==> src/design/rtp_pkg.sv <==
package rtp_pkg;

  // Configuration register indexes.
  typedef enum logic {
    CFG_DIGITS     = 1'b0,
    CFG_VALUE_TYPE = 1'b1
  } cfg_idx_t;

  // Integer type codes.
  typedef enum logic [1:0] {
    TYPE_INT8  = 2'd0,
    TYPE_INT16 = 2'd1,
    TYPE_INT32 = 2'd2,
    TYPE_INT64 = 2'd3
  } value_type_t;

  // Per-item information that travels along the pipeline.
  typedef struct packed {
    logic        is_valid;
    logic        neg;
    logic        bypass;
    logic        zero;
    logic [4:0]  digits;
    logic [6:0]  width;
    logic [63:0] value;
    logic [63:0] mag;
  } side_t;

  // Ten to the power d; digit counts past nineteen map to one, and those items
  // never use the quotient.
  function automatic logic [63:0] pow10(input logic [4:0] d);
    logic [63:0] p;
    case (d)
      5'd0:    p = 64'd1;
      5'd1:    p = 64'd10;
      5'd2:    p = 64'd100;
      5'd3:    p = 64'd1000;
      5'd4:    p = 64'd10000;
      5'd5:    p = 64'd100000;
      5'd6:    p = 64'd1000000;
      5'd7:    p = 64'd10000000;
      5'd8:    p = 64'd100000000;
      5'd9:    p = 64'd1000000000;
      5'd10:   p = 64'd10000000000;
      5'd11:   p = 64'd100000000000;
      5'd12:   p = 64'd1000000000000;
      5'd13:   p = 64'd10000000000000;
      5'd14:   p = 64'd100000000000000;
      5'd15:   p = 64'd1000000000000000;
      5'd16:   p = 64'd10000000000000000;
      5'd17:   p = 64'd100000000000000000;
      5'd18:   p = 64'd1000000000000000000;
      5'd19:   p = 64'd10000000000000000000;
      default: p = 64'd1;
    endcase
    return p;
  endfunction

  // Largest digit count that a type accepts.
  function automatic logic [4:0] max_digits(input value_type_t t);
    logic [4:0] m;
    case (t)
      TYPE_INT8:  m = 5'd2;
      TYPE_INT16: m = 5'd4;
      TYPE_INT32: m = 5'd9;
      TYPE_INT64: m = 5'd19;
      default:    m = 5'd19;
    endcase
    return m;
  endfunction

  // Bit width of a type.
  function automatic logic [6:0] type_bits(input value_type_t t);
    logic [6:0] b;
    case (t)
      TYPE_INT8:  b = 7'd8;
      TYPE_INT16: b = 7'd16;
      TYPE_INT32: b = 7'd32;
      TYPE_INT64: b = 7'd64;
      default:    b = 7'd64;
    endcase
    return b;
  endfunction

endpackage

==> src/design/rtp_div_stage.sv <==
module rtp_div_stage #(
  parameter int BIT = 63
) (
  input  logic                clk,
  input  logic                rst_n,
  input  logic                in_vld,
  input  rtp_pkg::side_t      in_side,
  input  logic [63:0]         in_q,
  input  logic [63:0]         in_rem,
  output logic                out_vld_r,
  output rtp_pkg::side_t      out_side_r,
  output logic [63:0]         out_q_r,
  output logic [63:0]         out_rem_r
);

  logic [63:0] divisor;
  logic [64:0] trial;
  logic [64:0] diff;
  logic        fits;
  logic [63:0] rem_nxt;
  logic [63:0] q_nxt;

  // One restoring step: bring down the next dividend bit and try a subtract.
  always_comb begin
    divisor = rtp_pkg::pow10(in_side.digits);
    trial   = {in_rem, in_side.mag[BIT]};
    diff    = trial - {1'b0, divisor};
    fits    = (trial >= {1'b0, divisor});
    rem_nxt = fits ? diff[63:0] : trial[63:0];
    q_nxt   = {in_q[62:0], fits};
  end

  always_ff @(posedge clk) begin
    if (!rst_n) begin
      out_vld_r <= 1'b0;
    end else begin
      out_vld_r <= in_vld;
    end
  end

  always_ff @(posedge clk) begin
    out_side_r <= in_side;
    out_q_r    <= q_nxt;
    out_rem_r  <= rem_nxt;
  end

endmodule
==> config.mk <==
export PLATFORM = sky130hd
export DESIGN_NAME = rtp_div_stage
export DESIGN_NICKNAME = d
export VERILOG_FILES = /design/src/design/rtp_pkg.sv /design/src/design/rtp_div_stage.sv
export SDC_FILE = /design/constraint.sdc
export NUM_CORES = 1
export LEC_CHECK = 0
export ABC_AREA = 1
export BUFFER_PORTS_ARGS = -buffer_cell sky130_fd_sc_hd__buf_2
export CORE_AREA = 2 2 214 216
export CTS_CLUSTER_DIAMETER = 150
export DETAILED_ROUTE_END_ITERATION = 8
export DIE_AREA = 0 0 216 218
export SYNTH_ARGS = -nofsm -noshare
export SYNTH_HDL_FRONTEND = slang
export SYNTH_SLANG_ARGS = --single-unit
==> constraint.sdc <==
create_clock -name clk -period 6.6 [get_ports clk]
set_clock_uncertainty 0.05 [all_clocks]
set_input_delay 0.66 -clock clk [delete_from_list [all_inputs] [get_ports clk]]
set_output_delay 0.66 -clock clk [all_outputs]
set_load 0.01 [all_outputs]
==> flow_summary.yaml <==
status:
  status: "finished clean"
worst_setup_path:
  critPathMostFrequentCell: "nand2_1"
  cp_top_family: "simple AND/OR/NAND/NOR gates"
  crit_chain: "buf_2 > inv_1 > ha_1 > inv_1 > o21ai_0 > o21ai_0 > ha_1 > nand2_1 > nor2_2 > nand2_1 > nor2_2 > nand2_1 > nor2_1 > nand2_1 > nand2_1 > nor2_4 > buf_4 > nand3_1 > nand2_1"
  crit_slowest_cell: "buf_4"
  end_kind: "flop"
  cp_max_fo: 62
  path_buf_inv: 4
  cp-startpoint: "in_side[136]"
  cp_slowest_stage_delay_ns: 0.62
  crit_type: "in -> reg"
  worstPathRequired_ns: 7.04
  worstSetupStartpointType: "input port"
  arrival_ns: 4.75
cts:
  ctsResizeCount: 0
  holdBufCountCts: 0
  cts.htree.levels: 1
  cts_setup_buffers: 0
  clk_path_buf_depth: 3
  cts_made_buffers: 30
  cts_tree: "done"
  cts.sinks: 273
  cts_root_buffer: "clkbuf_16"
  clkTransAtPathRegs_ns: 0.06
route:
  dr_total_vias: 14300
  drc: 0
  wl_um: 70900
  viasPerCell: 4.59
  drt-pass1-iter-count: 5
  postRouteAntennaNets: 0
  wl_per_cell_um: 22.7
  first_iter_violations: 969
final_layout:
  final_net_count: 2847
  syn2layout_area_growth_pct: 33.0
  drive_above_1_share_pct: 26.6
  final_util_pct: 39.1
  final_cell_area_sq_um: 17600
  instances_no_fill: 3123
  seq_area_sq_um: 5470
  multi_input_area_sq_um: 6170
  num-fill-cells: 4854
place:
  dpl_cell_area_sq_um: 16600
  dp_hpwl_um: 60800
  place.port_buffers: 546
  placed_cells: 3069
  gp_congestion: 0.980
  place_ws_ns: 1.80
timing:
  worst_pin_slew_ns: 0.770
  final_critical_path_setup_slack_ns: 2.29
  fin_crit_ns: 4.31
  tns_ns: 0
  hold_violations: 0
  finalMaxSlewViolations: 0
  hold-worst-slack_ns: 0.125
  rsz0062_at_grt: "no"
  max_freq_mhz: 232
  max_slew_margin_pct: 48.7
  post-route-period-util_pct: 65.4
  setup_viol: 0
global_routing:
  grt_pass1_wl_um: 97300
  grt_overflow_total: 0
  grt_usage_pct: 29.1
  grt_max_degree: 63
  grt_pass1_vias: 13700
  grt_antenna_before_repair: 13
die:
  die_w_um: 216
  placeableCoreArea_sq_um: 44900
  die_h_um: 218
  top_level_ports: 548
  rows: 78
  dieArea_sq_um: 47100
  start_util_pct: 29.4
worst_hold_path:
  hold_end: "out_side_r[113]"
  hold_path.class: "in -> reg"
  hp-start: "in_side[113]"
  hold_depth: 1
synth:
  synth_nets: 2288
  ys_types: 40
  avgSynthCellArea_sq_um: 6.80
  ys_seq_area_share_pct: 41.4
  netlist_area_sq_um: 13200
  syn_inst: 1942
  synth-seq-cells: 273
  yosys_warnings: 0
power:
  cellLeakagePower_nw: 10.1
  power_mw: 4.71
  p_per_area_nw_per_um2: 268
  ir_worst_vdd_uv: 225
run:
  max_cap_viol_count: 0
-- metal layers --
layer	vias to the layer above	wire length (um)	part of all wire (%)	track usage (%)
met2	561	31300	44	46.5
met3	103	4610	6.5	5.55
met5	-	55	0.078	0
met1	6662	32800	46	39.8
met4	8	2150	3.0	8.08
li1	6986	-	-	-
-- area by class of cell --
cell class | instances | share of cell area, %
Multi-Input combinational cell | 1268 | 35.1
Sequential cell | 273 | 31.1
Timing Repair Buffer | 553 | 15.9
Inverter | 375 | 8.01
Clock buffer | 43 | 4.90
Tap cell | 600 | 4.27
Clock inverter | 10 | 0.648
Antenna cell | 1 | 0.0142
-- cell usage in the layout (no fill, tap or decap), types with 2 or more instances in the layout --
master     Yosys  routed
o21ai_0       21      21
nand2_2       35      35
clkinv_2       0       4
a31oi_1        2       2
clkinv_1       3       3
bufinv_16      0       2
clkbuf_16      0      31
clkbuf_1      17       8
nand3_1      151     151
ha_1          70      70
nor2_4         4       4
buf_4          0       6
nor2_1       116     116
a21oi_1       60      60
inv_1        361     361
nand2_1      704     704
xor2_1        30      30
clkbuf_8       0       4
buf_2          4     546
nand2_4        2       2
nor2_2        18      18
inv_2         11      11
nor3_1        13      13
and2_1         4       4
o31ai_1        2       2
nand3b_1      13      13
nand4_1        6       6
o211ai_1       2       2
a32oi_1        2       2
dfxtp_1      273     273
inv_6          0       3
-- Yosys cell counts (all sizes together) --
| cell type | number | share of area, % |
|---|---|---|
| a31oi | 2 | 0.095 |
| dfxtp | 273 | 41 |
| clkinv | 3 | 0.085 |
| ha | 70 | 6.6 |
| or2 | 2 | 0.095 |
| o221ai | 1 | 0.066 |
| fa | 1 | 0.15 |
| nand3b | 13 | 0.74 |
| xnor2 | 1 | 0.066 |
| nor2 | 138 | 4.5 |
| inv | 372 | 11 |
| o31ai | 2 | 0.11 |
| a211oi | 1 | 0.057 |
| a32oi | 2 | 0.13 |
| o21ai | 22 | 0.83 |
| a21oi | 61 | 2.3 |
| a22oi | 1 | 0.057 |
| buf | 9 | 0.79 |
| nand3 | 152 | 5.8 |
| clkbuf | 17 | 0.48 |
| and2 | 4 | 0.19 |
| nand4 | 6 | 0.28 |
| xor2 | 30 | 2.0 |
| o211ai | 2 | 0.11 |
| o22ai | 1 | 0.047 |
| nor3 | 14 | 0.57 |
| a21boi | 1 | 0.057 |
| nand2 | 741 | 22 |
-- flip-flops by register name, indices dropped and copies added (netlist names) --
signal	count
out_vld_r	1
out_rem_r	64
out_side_r	144
out_q_r	64
-- power by group --
part	internal, mW	switching [mW]	leakage [nW]
clock	0.981	0.719	0.478
combinational	0.387	0.783	7.29
sequential	1.80	0.0443	2.30
-- worst max-delay path by stage --
stage	to	slack [ns]	cells past startpoint
6_report	out_rem_r[31]	2.29	19
5_1_grt	out_rem_r[1]	2.01	20
4_1_cts	out_rem_r[35]	2.41	20
3_5_place_dp	out_rem_r[35]	1.80	20
3_3_place_gp	out_rem_r[1]	1.74	19
2_1_floorplan	out_rem_r[6]	3.23	20
-- cells by family after synthesis --
family          count (synthesis)  synth area share, %
compound gates                 96                 3.91
xor+xnor                       31                 2.05
fa+ha+maj                      71                 6.78
buf+inv                       401                 11.9
flops                         273                 41.4
simple gates                 1070                 34.0
Power figures use the tool's default switching activity.
